File: config.mk
export PLATFORM = sky130hd
export DESIGN_NAME = integer_to_ascii_radix
export DESIGN_NICKNAME = d
export VERILOG_FILES = /design/src/rtl/core/i2a_pkg.sv /design/src/rtl/core/integer_to_ascii_radix.sv /design/src/rtl/core/i2a_dabble.sv /design/src/rtl/core/i2a_emitter.sv
export SDC_FILE = /design/constraint.sdc
export NUM_CORES = 1
export LEC_CHECK = 0
export BUFFER_PORTS_ARGS = -buffer_cell sky130_fd_sc_hd__buf_2
export CAP_MARGIN = 20
export CORE_ASPECT_RATIO = 0.9
export CORE_MARGIN = 5
export CORE_UTILIZATION = 25
export CTS_CLUSTER_DIAMETER = 30
export DETAILED_ROUTE_END_ITERATION = 12
export PLACE_DENSITY_LB_ADDON = 0.25
export SYNTH_ARGS = -nofsm -noshare
export SYNTH_HDL_FRONTEND = slang
export SYNTH_HIERARCHICAL = 1
export SYNTH_SLANG_ARGS = --single-unit
File: constraint.sdc
create_clock -name clk_i -period 19.9 [get_ports clk_i]
set_clock_uncertainty 0.2 [all_clocks]
set_input_delay 2.985 -clock clk_i [delete_from_list [all_inputs] [get_ports clk_i]]
set_output_delay 2.985 -clock clk_i [all_outputs]
set_load 0.03 [all_outputs]
File: src/rtl/core/i2a_pkg.sv
// Shared types, constants and the digit-to-character function for the integer-to-ASCII block.
package i2a_pkg;

  // Field widths of the stream words.
  localparam int unsigned ValueW    = 32;
  localparam int unsigned RadixW    = 5;
  localparam int unsigned CharW     = 8;
  localparam int unsigned DigitW    = 4;
  localparam int unsigned InDataW   = 40;

  // Decimal digits that a 32-bit magnitude can need.
  localparam int unsigned BcdDigits = 10;
  localparam int unsigned BcdW      = BcdDigits * DigitW;
  localparam int unsigned BcdIdxW   = $clog2(BcdDigits);
  localparam int unsigned HexDigits = ValueW / DigitW;

  // Supported number bases.
  localparam logic [RadixW-1:0] RadixDec = 5'd10;
  localparam logic [RadixW-1:0] RadixHex = 5'd16;

  // Character codes.
  localparam logic [CharW-1:0] ChZero   = 8'h30;
  localparam logic [CharW-1:0] ChUpperA = 8'h41;
  localparam logic [CharW-1:0] ChMinus  = 8'h2D;
  localparam logic [CharW-1:0] ChNone   = 8'h00;
  localparam logic [DigitW-1:0] DecBase = 4'd10;

  // Work word that travels down the conversion pipeline.
  typedef struct packed {
    logic              bad;
    logic              neg;
    logic              hex;
    logic [ValueW-1:0] mag;
    logic [BcdW-1:0]   bcd;
    logic [ValueW-1:0] bin;
  } i2a_work_t;

  // Map one digit value to its upper-case ASCII character.
  function automatic logic [CharW-1:0] digit_char(input logic [DigitW-1:0] d);
    logic [CharW-1:0] ch;
    if (d < DecBase) begin
      ch = ChZero + {{(CharW-DigitW){1'b0}}, d};
    end else begin
      ch = ChUpperA + {{(CharW-DigitW){1'b0}}, d - DecBase};
    end
    return ch;
  endfunction

endpackage

File: src/rtl/core/integer_to_ascii_radix.sv
// Top level of the signed integer to decimal or hexadecimal ASCII converter.
//
// Each input word carries a signed 32-bit value and a radix; the block sends
// its text as one output word per character, most significant first: a '-'
// for negative values, then decimal or upper-case hex digits, with tlast on
// the final character. A radix other than 10 or 16 gives a single word with
// character 0 and tuser set. An input word passes an input register, four
// shift-and-add-3 stages of eight bits each and a digit-count stage before
// it reaches the character sequencer, whose output register holds the
// characters. A conversion gives 1 to 11 characters (at most 9 for
// hexadecimal); the sequencer takes the next word in the cycle of the final
// character, so output words follow without gaps and the output rate sets
// intake.
module integer_to_ascii_radix #(
  parameter int unsigned MAX_DIGITS = 10
) (
  input  logic                          clk_i,
  input  logic                          rst_ni,
  input  logic                          s_axis_tvalid,
  output logic                          s_axis_tready,
  // [31:0] value, [36:32] radix, [39:37] zero
  input  logic [i2a_pkg::InDataW-1:0]   s_axis_tdata,
  output logic                          m_axis_tvalid,
  input  logic                          m_axis_tready,
  // [7:0] char_out
  output logic [i2a_pkg::CharW-1:0]     m_axis_tdata,
  output logic                          m_axis_tlast,
  // [0] bad_radix
  output logic [0:0]                    m_axis_tuser
);
  import i2a_pkg::*;

  localparam int unsigned NumDabble = 4;
  localparam int unsigned DabSteps  = ValueW / NumDabble;
  localparam int unsigned IdxW      = $clog2(MAX_DIGITS);

  // Input register.
  logic              in_valid_q;
  i2a_work_t         in_work_q, in_work_d;
  logic              in_ready;

  // Conversion chain.
  logic      [NumDabble:0] dab_valid;
  logic      [NumDabble:0] dab_ready;
  i2a_work_t [NumDabble:0] dab_work;

  // Count stage.
  logic                              cnt_valid_q;
  logic                              cnt_ready;
  logic                              cnt_bad_q, cnt_neg_q;
  logic [MAX_DIGITS-1:0][DigitW-1:0] cnt_digits_q, cnt_digits_d;
  logic [IdxW-1:0]                   cnt_top_q, cnt_top_d;
  logic                              emit_ready;

  // Decode the radix and form the unsigned magnitude.
  always_comb begin
    logic [ValueW-1:0] value;
    logic [RadixW-1:0] radix;
    value         = s_axis_tdata[ValueW-1:0];
    radix         = s_axis_tdata[ValueW +: RadixW];
    in_work_d.bad = (radix != RadixDec) && (radix != RadixHex);
    in_work_d.hex = (radix == RadixHex);
    in_work_d.neg = value[ValueW-1];
    in_work_d.mag = value[ValueW-1] ? (ValueW'(0) - value) : value;
    in_work_d.bcd = '0;
    in_work_d.bin = in_work_d.mag;
  end

  assign in_ready      = !in_valid_q || dab_ready[0];
  assign s_axis_tready = in_ready;

  always_ff @(posedge clk_i or negedge rst_ni) begin
    if (!rst_ni) begin
      in_valid_q <= 1'b0;
    end else if (in_ready) begin
      in_valid_q <= s_axis_tvalid;
    end
  end

  always_ff @(posedge clk_i) begin
    if (in_ready && s_axis_tvalid) begin
      in_work_q <= in_work_d;
    end
  end

  assign dab_valid[0] = in_valid_q;
  assign dab_work[0]  = in_work_q;

  // Shift-and-add-3 stages.
  for (genvar g = 0; g < NumDabble; g++) begin : g_dabble
    i2a_dabble #(
      .Steps(DabSteps)
    ) u_dabble (
      .clk_i      (clk_i),
      .rst_ni     (rst_ni),
      .in_valid_i (dab_valid[g]),
      .in_ready_o (dab_ready[g]),
      .in_work_i  (dab_work[g]),
      .out_valid_o(dab_valid[g+1]),
      .out_ready_i(dab_ready[g+1]),
      .out_work_o (dab_work[g+1])
    );
  end

  assign cnt_ready            = !cnt_valid_q || emit_ready;
  assign dab_ready[NumDabble] = cnt_ready;

  // Pick the digits and find the most significant one to send.
  always_comb begin
    logic [BcdDigits-1:0][DigitW-1:0] all_digits;
    logic [BcdIdxW-1:0]               hi;
    i2a_work_t                        w;
    w  = dab_work[NumDabble];
    hi = '0;
    for (int unsigned i = 0; i < BcdDigits; i++) begin
      if (w.hex) begin
        all_digits[i] = (i < HexDigits) ? w.mag[(i % HexDigits)*DigitW +: DigitW] : '0;
      end else begin
        all_digits[i] = w.bcd[i*DigitW +: DigitW];
      end
    end
    for (int unsigned i = 0; i < BcdDigits; i++) begin
      if (all_digits[i] != '0) begin
        hi = BcdIdxW'(i);
      end
    end
    if (hi > BcdIdxW'(MAX_DIGITS - 1)) begin
      hi = BcdIdxW'(MAX_DIGITS - 1);
    end
    cnt_top_d = hi[IdxW-1:0];
    for (int unsigned i = 0; i < MAX_DIGITS; i++) begin
      cnt_digits_d[i] = all_digits[i];
    end
  end

  always_ff @(posedge clk_i or negedge rst_ni) begin
    if (!rst_ni) begin
      cnt_valid_q <= 1'b0;
    end else if (cnt_ready) begin
      cnt_valid_q <= dab_valid[NumDabble];
    end
  end

  always_ff @(posedge clk_i) begin
    if (cnt_ready && dab_valid[NumDabble]) begin
      cnt_bad_q    <= dab_work[NumDabble].bad;
      cnt_neg_q    <= dab_work[NumDabble].neg;
      cnt_digits_q <= cnt_digits_d;
      cnt_top_q    <= cnt_top_d;
    end
  end

  // Character sequencer and output register.
  i2a_emitter #(
    .MaxDigits(MAX_DIGITS)
  ) u_emitter (
    .clk_i        (clk_i),
    .rst_ni       (rst_ni),
    .load_valid_i (cnt_valid_q),
    .load_ready_o (emit_ready),
    .load_bad_i   (cnt_bad_q),
    .load_neg_i   (cnt_neg_q),
    .load_digits_i(cnt_digits_q),
    .load_top_i   (cnt_top_q),
    .out_valid_o  (m_axis_tvalid),
    .out_ready_i  (m_axis_tready),
    .out_char_o   (m_axis_tdata),
    .out_last_o   (m_axis_tlast),
    .out_bad_o    (m_axis_tuser[0])
  );

endmodule

File: src/rtl/core/i2a_dabble.sv
// One registered stage of the binary-to-BCD shift-and-add-3 converter.
module i2a_dabble #(
  parameter int unsigned Steps = 8
) (
  input  logic              clk_i,
  input  logic              rst_ni,
  input  logic              in_valid_i,
  output logic              in_ready_o,
  input  i2a_pkg::i2a_work_t in_work_i,
  output logic              out_valid_o,
  input  logic              out_ready_i,
  output i2a_pkg::i2a_work_t out_work_o
);
  import i2a_pkg::*;

  logic      valid_q, valid_d;
  i2a_work_t work_q, work_d;

  // Stage advances when empty or when the next stage takes its word.
  assign in_ready_o  = !valid_q || out_ready_i;
  assign out_valid_o = valid_q;
  assign out_work_o  = work_q;

  // A fixed number of shift-and-add-3 steps on the BCD accumulator.
  always_comb begin
    logic [BcdW+ValueW-1:0] acc;
    logic [BcdW-1:0]        bcd;
    work_d = in_work_i;
    acc    = {in_work_i.bcd, in_work_i.bin};
    for (int unsigned s = 0; s < Steps; s++) begin
      bcd = acc[BcdW+ValueW-1:ValueW];
      for (int unsigned j = 0; j < BcdDigits; j++) begin
        if (bcd[j*DigitW +: DigitW] >= 4'd5) begin
          bcd[j*DigitW +: DigitW] = bcd[j*DigitW +: DigitW] + 4'd3;
        end
      end
      acc = {bcd, acc[ValueW-1:0]} << 1;
    end
    work_d.bcd = acc[BcdW+ValueW-1:ValueW];
    work_d.bin = acc[ValueW-1:0];
  end

  assign valid_d = in_ready_o ? in_valid_i : valid_q;

  // Control state.
  always_ff @(posedge clk_i or negedge rst_ni) begin
    if (!rst_ni) begin
      valid_q <= 1'b0;
    end else begin
      valid_q <= valid_d;
    end
  end

  // Payload register.
  always_ff @(posedge clk_i) begin
    if (in_ready_o && in_valid_i) begin
      work_q <= work_d;
    end
  end

endmodule

File: src/rtl/core/i2a_emitter.sv
// Character sequencer that sends one conversion's characters, most significant first.
module i2a_emitter #(
  parameter int unsigned MaxDigits = 10,
  localparam int unsigned IdxW     = $clog2(MaxDigits)
) (
  input  logic                                       clk_i,
  input  logic                                       rst_ni,
  input  logic                                       load_valid_i,
  output logic                                       load_ready_o,
  input  logic                                       load_bad_i,
  input  logic                                       load_neg_i,
  input  logic [MaxDigits-1:0][i2a_pkg::DigitW-1:0] load_digits_i,
  input  logic [IdxW-1:0]                            load_top_i,
  output logic                                       out_valid_o,
  input  logic                                       out_ready_i,
  output logic [i2a_pkg::CharW-1:0]                  out_char_o,
  output logic                                       out_last_o,
  output logic                                       out_bad_o
);
  import i2a_pkg::*;

  logic                              busy_q, busy_d;
  logic                              out_valid_q, out_valid_d;
  logic                              minus_q, minus_d;
  logic                              bad_q, bad_d;
  logic [IdxW-1:0]                   idx_q, idx_d;
  logic [MaxDigits-1:0][DigitW-1:0]  digits_q, digits_d;
  logic [CharW-1:0]                  char_q, char_d;
  logic                              last_q, last_d;
  logic                              obad_q, obad_d;
  logic                              out_free;
  logic                              finishing;
  logic                              emit;
  logic                              load;

  // Output register is free when empty or when its word is taken.
  assign out_free     = !out_valid_q || out_ready_i;
  assign finishing    = bad_q || (!minus_q && (idx_q == '0));
  assign load_ready_o = !busy_q || (out_free && finishing);
  assign emit         = busy_q && out_free;
  assign load         = load_valid_i && load_ready_o;

  // Next character and sequencer state.
  always_comb begin
    busy_d      = busy_q;
    out_valid_d = out_valid_q;
    minus_d     = minus_q;
    bad_d       = bad_q;
    idx_d       = idx_q;
    digits_d    = digits_q;
    char_d      = char_q;
    last_d      = last_q;
    obad_d      = obad_q;
    if (out_ready_i) begin
      out_valid_d = 1'b0;
    end
    if (emit) begin
      out_valid_d = 1'b1;
      if (bad_q) begin
        char_d = ChNone;
        last_d = 1'b1;
        obad_d = 1'b1;
      end else if (minus_q) begin
        char_d  = ChMinus;
        last_d  = 1'b0;
        obad_d  = 1'b0;
        minus_d = 1'b0;
      end else begin
        char_d = digit_char(digits_q[idx_q]);
        last_d = (idx_q == '0);
        obad_d = 1'b0;
        if (idx_q != '0) begin
          idx_d = idx_q - IdxW'(1);
        end
      end
      if (finishing) begin
        busy_d = 1'b0;
      end
    end
    if (load) begin
      busy_d   = 1'b1;
      bad_d    = load_bad_i;
      minus_d  = load_neg_i && !load_bad_i;
      idx_d    = load_top_i;
      digits_d = load_digits_i;
    end
  end

  assign out_valid_o = out_valid_q;
  assign out_char_o  = char_q;
  assign out_last_o  = last_q;
  assign out_bad_o   = obad_q;

  // Control state.
  always_ff @(posedge clk_i or negedge rst_ni) begin
    if (!rst_ni) begin
      busy_q      <= 1'b0;
      out_valid_q <= 1'b0;
    end else begin
      busy_q      <= busy_d;
      out_valid_q <= out_valid_d;
    end
  end

  // Payload registers.
  always_ff @(posedge clk_i) begin
    minus_q  <= minus_d;
    bad_q    <= bad_d;
    idx_q    <= idx_d;
    digits_q <= digits_d;
    char_q   <= char_d;
    last_q   <= last_d;
    obad_q   <= obad_d;
  end

endmodule
Word level (Yosys, flattened, before mapping)

Index checks and enable logic that the tools add are counted.

Mux-type cells: 304
Eq/ne operators: 5
Reductions and logical operators: 50
Add/subtract/negate cells: 270
Magnitude comparators: 268

Operator list:

| operator                | number |
|---|---|
| $mux W4                 | 266 |
| $ge A4 B3 Y1 const B    | 255 |
| $add A4 B2 Y4 const B   | 234 |
| $mux W3                 | 22 |
| $add A3 B2 Y3 const B   | 21 |
| $reduce_bool A4 Y1      | 10 |
| $sub A1 B32 Y32 const A | 1 |
| $mux W31                | 1 |
| $add A1 B2 Y3 const B   | 9 |
| $ge A1 B3 Y1 const B    | 9 |
| $bmux W4 S4             | 1 |
| $logic_and A1 B1 Y1     | 12 |
| $mux W1                 | 12 |
| $logic_not A1 Y1        | 10 |
| $logic_or A1 B1 Y1      | 9 |
| $add A7 B4 Y8 const A   | 1 |
| $mux W8                 | 1 |
| $reduce_bool A2 Y1      | 4 |
| $add A6 B4 Y7 const A   | 1 |
| $mux W6                 | 1 |
| $eq A5 B5 Y1 const B    | 1 |
| $lt A4 B5 Y1 const B    | 1 |
| $ne A5 B4 Y1 const B    | 1 |
| $ne A5 B5 Y1 const B    | 1 |
| other kinds (11)        | 13 |

Word-level logic and storage cells: 964
Bits of input ports: 44
Register bits: 481
Output and inout bits: 12

Logic depth before layout (Yosys ltp)

Gate-level depths: netlist of the first run.

Depth after elaboration: 16
Mapped depth: 37
Depth with buffers taken out: 35

By module

The synthesis of the first run kept the hierarchy.

By module, submodules not included:

| module                 | area each (µm²) | sequential area each (µm²) | cells each | instances |
|---|---|---|---|---|
| i2a_dabble             | 14010.9         | 2997.9                     | 1727       | 4 |
| integer_to_ascii_radix | 3908.7          | 2482.4                     | 277        | 1 |
| i2a_emitter            | 2504.9          | 1701.6                     | 158        | 1 |

Least setup slack after synthesis of the first run

No wires, ideal clock.

Kind: input -> output
Start: in m_axis_tready
End: out s_axis_tready
Setup slack: 12.347 ns
Stages: 9
Data required time: 16.715 ns
Path buffers: 0
Arrival: 4.368 ns
Path through: nand2b_1 o21ai_0 nand2_1 nand2b_1 nand2b_1 nand2b_1 nand2b_1 nand2b_1 nand2b_1

Longest elaborated chain between the ends: 9

RTL lines:

| element             | RTL line                      | text |
|---|---|---|
| from (decl)         | integer_to_ascii_radix.sv:24  | `input logic m_axis_tready,` |
| $logic_or A1 B1 Y1  | i2a_emitter.sv:37             | `assign out_free = !out_valid_q \|\| out_ready_i;` |
| $logic_and A1 B1 Y1 | i2a_emitter.sv:39             | `assign load_ready_o = !busy_q \|\| (out_free && finishing);` |
| $logic_or A1 B1 Y1  | i2a_emitter.sv:39             |  |
| via emit_ready      | integer_to_ascii_radix.sv:53  | `logic emit_ready;` |
| $logic_or A1 B1 Y1  | integer_to_ascii_radix.sv:105 | `assign cnt_ready = !cnt_valid_q \|\| emit_ready;` |
| via cnt_ready       | integer_to_ascii_radix.sv:49  | `logic cnt_ready;` |
| $logic_or A1 B1 Y1  | i2a_dabble.sv:20              | `assign in_ready_o = !valid_q \|\| out_ready_i;` |
| via dab_ready[3]    | integer_to_ascii_radix.sv:44  | `logic [NumDabble:0] dab_ready;` |
| $logic_or A1 B1 Y1  | i2a_dabble.sv:20              |  |
| via dab_ready[2]    | integer_to_ascii_radix.sv:44  |  |
| $logic_or A1 B1 Y1  | i2a_dabble.sv:20              |  |
| via dab_ready[1]    | integer_to_ascii_radix.sv:44  |  |
| $logic_or A1 B1 Y1  | i2a_dabble.sv:20              |  |
| via dab_ready[0]    | integer_to_ascii_radix.sv:44  |  |
| $logic_or A1 B1 Y1  | integer_to_ascii_radix.sv:69  | `assign in_ready = !in_valid_q \|\| dab_ready[0];` |
| to (decl)           | integer_to_ascii_radix.sv:20  | `output logic s_axis_tready,` |

The timed path passes the listed nets, and every way through them passes these cells.

==> results of run 1 <==
[cell type report]
cell class | count | area, µm²
repair buffers | 73 | 428
well taps | 3200 | 4000
diodes | 3 | 7.51
multi-input cells | 6262 | 43800
clock buffers | 112 | 2630
inverters | 393 | 1490
clock inverters | 81 | 957
fillers | 25500 | 173000
flip-flops and latches | 492 | 14700
[critical path: cells and delay by family (launching register included)]
kind	cells	cell delay (ns)
mux	1	0.23
compound gates	13	4.09
buf+inv	4	0.42
fa+ha+maj	6	1.58
simple gates	4	1.05
flops	1	0.47
[per-layer routing]
layer / up-vias / wire [µm] / share of wire [%]
li1: 27900 / - / -
met1: 25500 / 71100 / 50
met2: 717 / 65600 / 46
met3: 137 / 3770 / 2.6
met4: 0 / 2070 / 1.5
met5: - / 0 / 0
[worst max path at each step]
| stage | start | endpoint | slack [ns] | cells after the start |
|---|---|---|---|---|
| after global placement | g_dabble[1].u_dabble/out_work_o[52] | g_dabble[2].u_dabble/out_work_o[61] | 11.60 | 30 |
| after CTS | g_dabble[1].u_dabble/out_work_o[52] | g_dabble[2].u_dabble/out_work_o[62] | 11.46 | 30 |
| after global routing | g_dabble[0].u_dabble/out_work_o[40] | g_dabble[1].u_dabble/out_work_o[45] | 10.85 | 28 |
| after floorplan | m_axis_tready | s_axis_tready | 12.35 | 9 |
| after detailed placement | g_dabble[1].u_dabble/out_work_o[52] | g_dabble[2].u_dabble/out_work_o[62] | 11.44 | 30 |
| final | g_dabble[0].u_dabble/out_work_o[40] | g_dabble[1].u_dabble/out_work_o[45] | 11.57 | 28 |
[per-stage QoR]
stage | instance area [µm²] | worst slack (ns) | instances
6_report | 68100 | 11.57 | 10600
5_1_grt | 68100 | 10.85 | 10600
4_1_cts | 68000 | 11.46 | 10600
3_5_place_dp | 64400 | 11.44 | 10400
3_3_place_gp | 64400 | 11.60 | 10400
2_1_floorplan | 61400 | 12.35 | 7416
[cell usage in the layout (no fill, tap or decap), types with 42 or more instances in the layout]
cell type	instances
a211oi_1	82
and2_1	114
or2_2	49
nor2_1	568
nand2_1	612
o221ai_1	49
inv_1	345
a211o_1	60
mux2_2	124
and3_1	78
buf_2	53
a21oi_1	512
edfxtp_1	484
a21o_1	96
clkbuf_16	104
nand2b_1	166
nor3_1	220
xnor2_1	137
o21ai_0	370
a22oi_1	53
nor2b_1	52
a21oi_2	64
o211ai_1	135
ha_1	246
o22ai_1	121
xor2_1	45
conb_1	159
o21a_1	108
nor4_1	43
mux2i_1	201
o21ai_1	135
a22o_1	49
nand3_1	200
o211a_1	44
or3_1	42
a31oi_1	109
nor3b_1	54
o31ai_1	59
[sequential cells by signal, summed over array words and instances (netlist names), 4 cells and up]
register / flops
cnt_top_q: 4
u_emitter/out_char_o: 7
g_dabble.u_dabble/out_work_o: 348
u_emitter/digits_q: 40
g_dabble.u_dabble/out_valid_o: 4
dab_work: 35
u_emitter/idx_q: 4
cnt_digits_q: 40
==> impl_metrics.py, run 1 <==
metrics = {
    "detailed_routing": {
        "drtIter0Drc": 3161,
        "remaining_drc_errors": 0,
        "first_pass_iters": 7,
        "routedWlPerCell_um": 13.4,
        "vias_per_cell": 5.11,
        "postRouteAntennaNets": 0,
        "routed_wl_um": 143000,
        "vias": 54300,
    },
    "global_routing": {
        "met3_usage_pct": 1.18,
        "gr-max-usage-layer": "met2",
        "grt.met1_usage_pct": 14.9,
        "first_global_vias": 50100,
        "overflow": 0,
        "grt_first_pass_wirelength_um": 240000,
        "antenna_found_initial": 7,
        "grt_usage_pct": 10.7,
        "grt_use_met2_pct": 17.7,
        "grt_max_degree": 76,
    },
    "critical_path": {
        "critPathMaxStageDelay_ns": 0.47,
        "cp_max_fo": 10,
        "cp_slowest_cell": "edfxtp_1",
        "critPathArrivalTime_ns": 8.52,
        "critPathKind": "flip-flop to flip-flop",
        "rr_startpoint": "g_dabble[0].u_dabble/out_work_o[40]",
        "rr_worst_depth": 28,
        "r2r_end": "g_dabble[1].u_dabble/out_work_o[45]",
        "worst_ep_required_time_ns": 20.09,
        "worst_setup_path_end_kind": "flip-flop",
        "start_kind": "flip-flop",
        "reg2reg_slack_ns": 11.57,
        "cpMostUsedCell": "ha_1",
    },
    "clock_tree": {
        "clock-sinks": 492,
        "cts_buffers": 104,
        "postCtsSetupRepairBufs": 0,
        "cts_tree": "built",
        "cts_max_level": 3,
        "clk_latency_ns": 0.72,
        "cts.reportedPaths.clkPinSlew_ns": 0.05,
        "ctsHoldBuffers": 0,
        "ctsResizeCount": 0,
        "cts_root_buffer": "clkbuf_16",
        "clockBufferDepth": 3,
    },
    "outcome": {
        "outcome": "completed",
    },
    "floorplan": {
        "die_w_um": 530,
        "dieArea_um2": 253000,
        "io_pins": 56,
        "start_util_pct": 25.2,
        "core_um2": 242000,
        "die_h_um": 478,
        "fp-row-count": 171,
    },
    "sta": {
        "fmax_ghz": 0.120,
        "drv_slew": 0,
        "hold_violations": 0,
        "rsz0062_at_grt": "no",
        "period_needed_ns": 8.33,
        "setup_violations": 0,
        "setup_tns_ns": 0,
        "whs_ns": 0.184,
        "maxSlewHeadroom_pct": 26.9,
        "tightest_slew_ns": 1.09,
        "finalCritPeriodShare_pct": 41.9,
    },
    "synthesis": {
        "netlist_area_um2": 60800,
        "syn_inst": 7259,
        "yosysWarnings": 6,
        "avgSynthCellArea_um2": 8.37,
    },
    "layout": {
        "final_nets": 7616,
        "postLayoutCoreUtil_pct": 28.2,
        "syn2layout_area_growth_pct": 12.1,
        "drive_above_1_share_pct": 14.0,
    },
    "min_path": {
        "whs_path_depth": 0,
        "hold_end": "g_dabble[1].u_dabble/out_work_o[95]",
        "hold_class": "flip-flop to flip-flop",
        "min-delay-start": "g_dabble[0].u_dabble/out_work_o[95]",
    },
    "job": {
        "max_cap_violations": 0,
    },
    "placement": {
        "io_buffers": 51,
        "place_hpwl_um": 109000,
        "globalplace.congestion": 0.816,
    },
}
Power of run 1 is not shown: default switching activity piles up to over one toggle a cycle in this logic, so the estimate is an artifact.
==> inputs of run 2 (changes only) <==
--- a/config.mk
+++ b/config.mk
@@ -5,6 +5,7 @@
 export SDC_FILE = /design/constraint.sdc
 export NUM_CORES = 1
 export LEC_CHECK = 0
+export ABC_AREA = 1
 export BUFFER_PORTS_ARGS = -buffer_cell sky130_fd_sc_hd__buf_2
 export CAP_MARGIN = 20
 export CORE_ASPECT_RATIO = 0.9
==> constraint.sdc (replaced) <==
create_clock -name clk_i -period 7.6 [get_ports clk_i]
set_clock_uncertainty 0.2 [all_clocks]
set_input_delay 1.14 -clock clk_i [delete_from_list [all_inputs] [get_ports clk_i]]
set_output_delay 1.14 -clock clk_i [all_outputs]
set_load 0.03 [all_outputs]
==> run 2 against run 1 <==
Non-clock buffer count decreased by 11. Largest cell class unchanged. Die area decreased by 18%. Critical endpoint is now g_dabble[3].u_dabble/out_work_o[69]. Highest routed layer unchanged. Sequential cell count unchanged. Worst hold slack got worse by 0.0079 ns. Fmax increased by 30%.
==> impl_metrics.py, run 2 <==
metrics = {
    "detailed_routing": {
        "vias": 43400,
        "drtIter0Drc": 1533,
        "postRouteAntennaNets": 0,
        "routed_wl_um": 101000,
        "vias_per_cell": 4.21,
        "remaining_drc_errors": 0,
        "routedWlPerCell_um": 9.77,
        "first_pass_iters": 5,
    },
    "outcome": {
        "outcome": "completed",
    },
    "floorplan": {
        "die_h_um": 433,
        "start_util_pct": 25.1,
        "io_pins": 56,
        "dieArea_um2": 208000,
        "core_um2": 198000,
        "fp-row-count": 155,
        "die_w_um": 480,
    },
    "synthesis": {
        "syn_inst": 7280,
        "avgSynthCellArea_um2": 6.82,
        "netlist_area_um2": 49700,
        "yosysWarnings": 6,
    },
    "clock_tree": {
        "postCtsSetupRepairBufs": 0,
        "clockBufferDepth": 3,
        "clk_latency_ns": 0.70,
        "cts_root_buffer": "clkbuf_16",
        "cts_tree": "built",
        "cts.reportedPaths.clkPinSlew_ns": 0.05,
        "cts_buffers": 112,
        "clock-sinks": 492,
        "cts_max_level": 3,
    },
    "sta": {
        "drv_slew": 0,
        "rsz0062_at_grt": "no",
        "fmax_ghz": 0.156,
        "hold_violations": 0,
        "maxSlewHeadroom_pct": 32.2,
        "setup_tns_ns": 0,
        "period_needed_ns": 6.43,
        "finalCritPeriodShare_pct": 84.6,
        "tightest_slew_ns": 1.02,
        "setup_violations": 0,
    },
    "layout": {
        "drive_above_1_share_pct": 16.8,
        "final_nets": 7842,
        "layout_common_cells": "2661 x nand2_1, 1147 x inv_1, 781 x nand3_1",
        "mostFrequentLayoutCell": "nand2_1",
        "fillers": 21200,
        "syn2layout_area_growth_pct": 16.2,
        "largest_reg_flops": 348,
    },
    "min_path": {
        "hold_class": "flip-flop to flip-flop",
        "min-delay-start": "g_dabble[0].u_dabble/out_work_o[24]",
        "hold_end": "g_dabble[1].u_dabble/out_work_o[32]",
        "whs_path_depth": 0,
    },
    "placement": {
        "globalplace.congestion": 0.774,
        "io_buffers": 51,
        "place_hpwl_um": 81300,
    },
    "global_routing": {
        "grt_usage_pct": 9.67,
        "grt_first_pass_wirelength_um": 176000,
        "overflow": 0,
        "first_global_vias": 40400,
        "antenna_found_initial": 6,
        "grt_max_degree": 92,
    },
    "critical_path": {
        "critPathMaxStageDelay_ns": 0.41,
        "rr_worst_depth": 59,
        "start_kind": "flip-flop",
        "cp_max_fo": 4,
        "worst_ep_required_time_ns": 7.86,
        "r2r_end": "g_dabble[3].u_dabble/out_work_o[69]",
        "cpMostUsedCell": "nand2_1",
        "critPathKind": "flip-flop to flip-flop",
        "reg2reg_slack_ns": 1.17,
        "cp_slowest_cell": "edfxtp_1",
        "worst_setup_path_end_kind": "flip-flop",
        "rr_startpoint": "g_dabble[2].u_dabble/out_work_o[64]",
        "critPathArrivalTime_ns": 6.68,
    },
    "job": {
        "max_cap_violations": 0,
    },
}
[run 2: repair_timing]
action,CTS,global route
endpoints found under the hold margin,8,0
resized for setup,0,0
hold buffers,1,0
[run 2: critical path: cells and delay by family (launching register included)]
kind          cells  cell delay [ns]
simple gates     38             3.33
fa+ha+maj         8             1.40
buf+inv          13             0.82
flops             1             0.41
[run 2: layout make-up]
| type | instances | area (µm²) | area share, % |
|---|---|---|---|
| Multi-Input combinational cell | 5635 | 30600 | 53.0 |
| Sequential cell | 492 | 14700 | 25.5 |
| Inverter | 1249 | 4690 | 8.12 |
| Tap cell | 2669 | 3340 | 5.78 |
| Clock buffer | 122 | 2860 | 4.96 |
| Clock inverter | 88 | 1150 | 2.00 |
| Timing Repair Buffer | 62 | 365 | 0.633 |
| Antenna cell | 2 | 5.00 | 0.00867 |
[run 2: worst max path at each step]
stage / from / endpoint / cells after the start
final: g_dabble[2].u_dabble/out_work_o[64] / g_dabble[3].u_dabble/out_work_o[69] / 59
after global routing: g_dabble[0].u_dabble/out_work_o[64] / g_dabble[1].u_dabble/out_work_o[69] / 59
after CTS: g_dabble[2].u_dabble/out_work_o[64] / g_dabble[3].u_dabble/out_work_o[69] / 59
after detailed placement: g_dabble[1].u_dabble/out_work_o[64] / g_dabble[2].u_dabble/out_work_o[70] / 59
after global placement: g_dabble[2].u_dabble/out_work_o[64] / g_dabble[3].u_dabble/out_work_o[70] / 59
after floorplan: m_axis_tready / g_dabble[0].u_dabble/out_work_o[100] / 14
[run 2: metrics by stage]
| stage | instances | hold WS [ns] | instance area, µm² | util [%] | setup WS, ns |
|---|---|---|---|---|---|
| 2_1_floorplan | 7393 | 0.200 | 50100 | - | 0.171 |
| 3_3_place_gp | 10100 | 0.200 | 53700 | 27.1 | 1.16 |
| 3_5_place_dp | 10100 | 0.205 | 53700 | 27.1 | 1.20 |
| 4_1_cts | 10300 | 0.171 | 57700 | 29.2 | 1.17 |
| 5_1_grt | 10300 | 0.183 | 57700 | 29.2 | 0.295 |
| 6_report | 10300 | 0.176 | 57700 | 29.2 | 1.17 |
[run 2: per-layer routing]
layer  GRT usage (%)  part of all wire [%]  vias to the layer above
li1                -                     -                    24000
met1            11.9                    47                    19000
met2            17.6                    48                      296
met3            1.43                   2.9                      119
met4            2.41                   1.9                        0
met5               0                     0                        -
Power of run 2 is left out for the same reason.
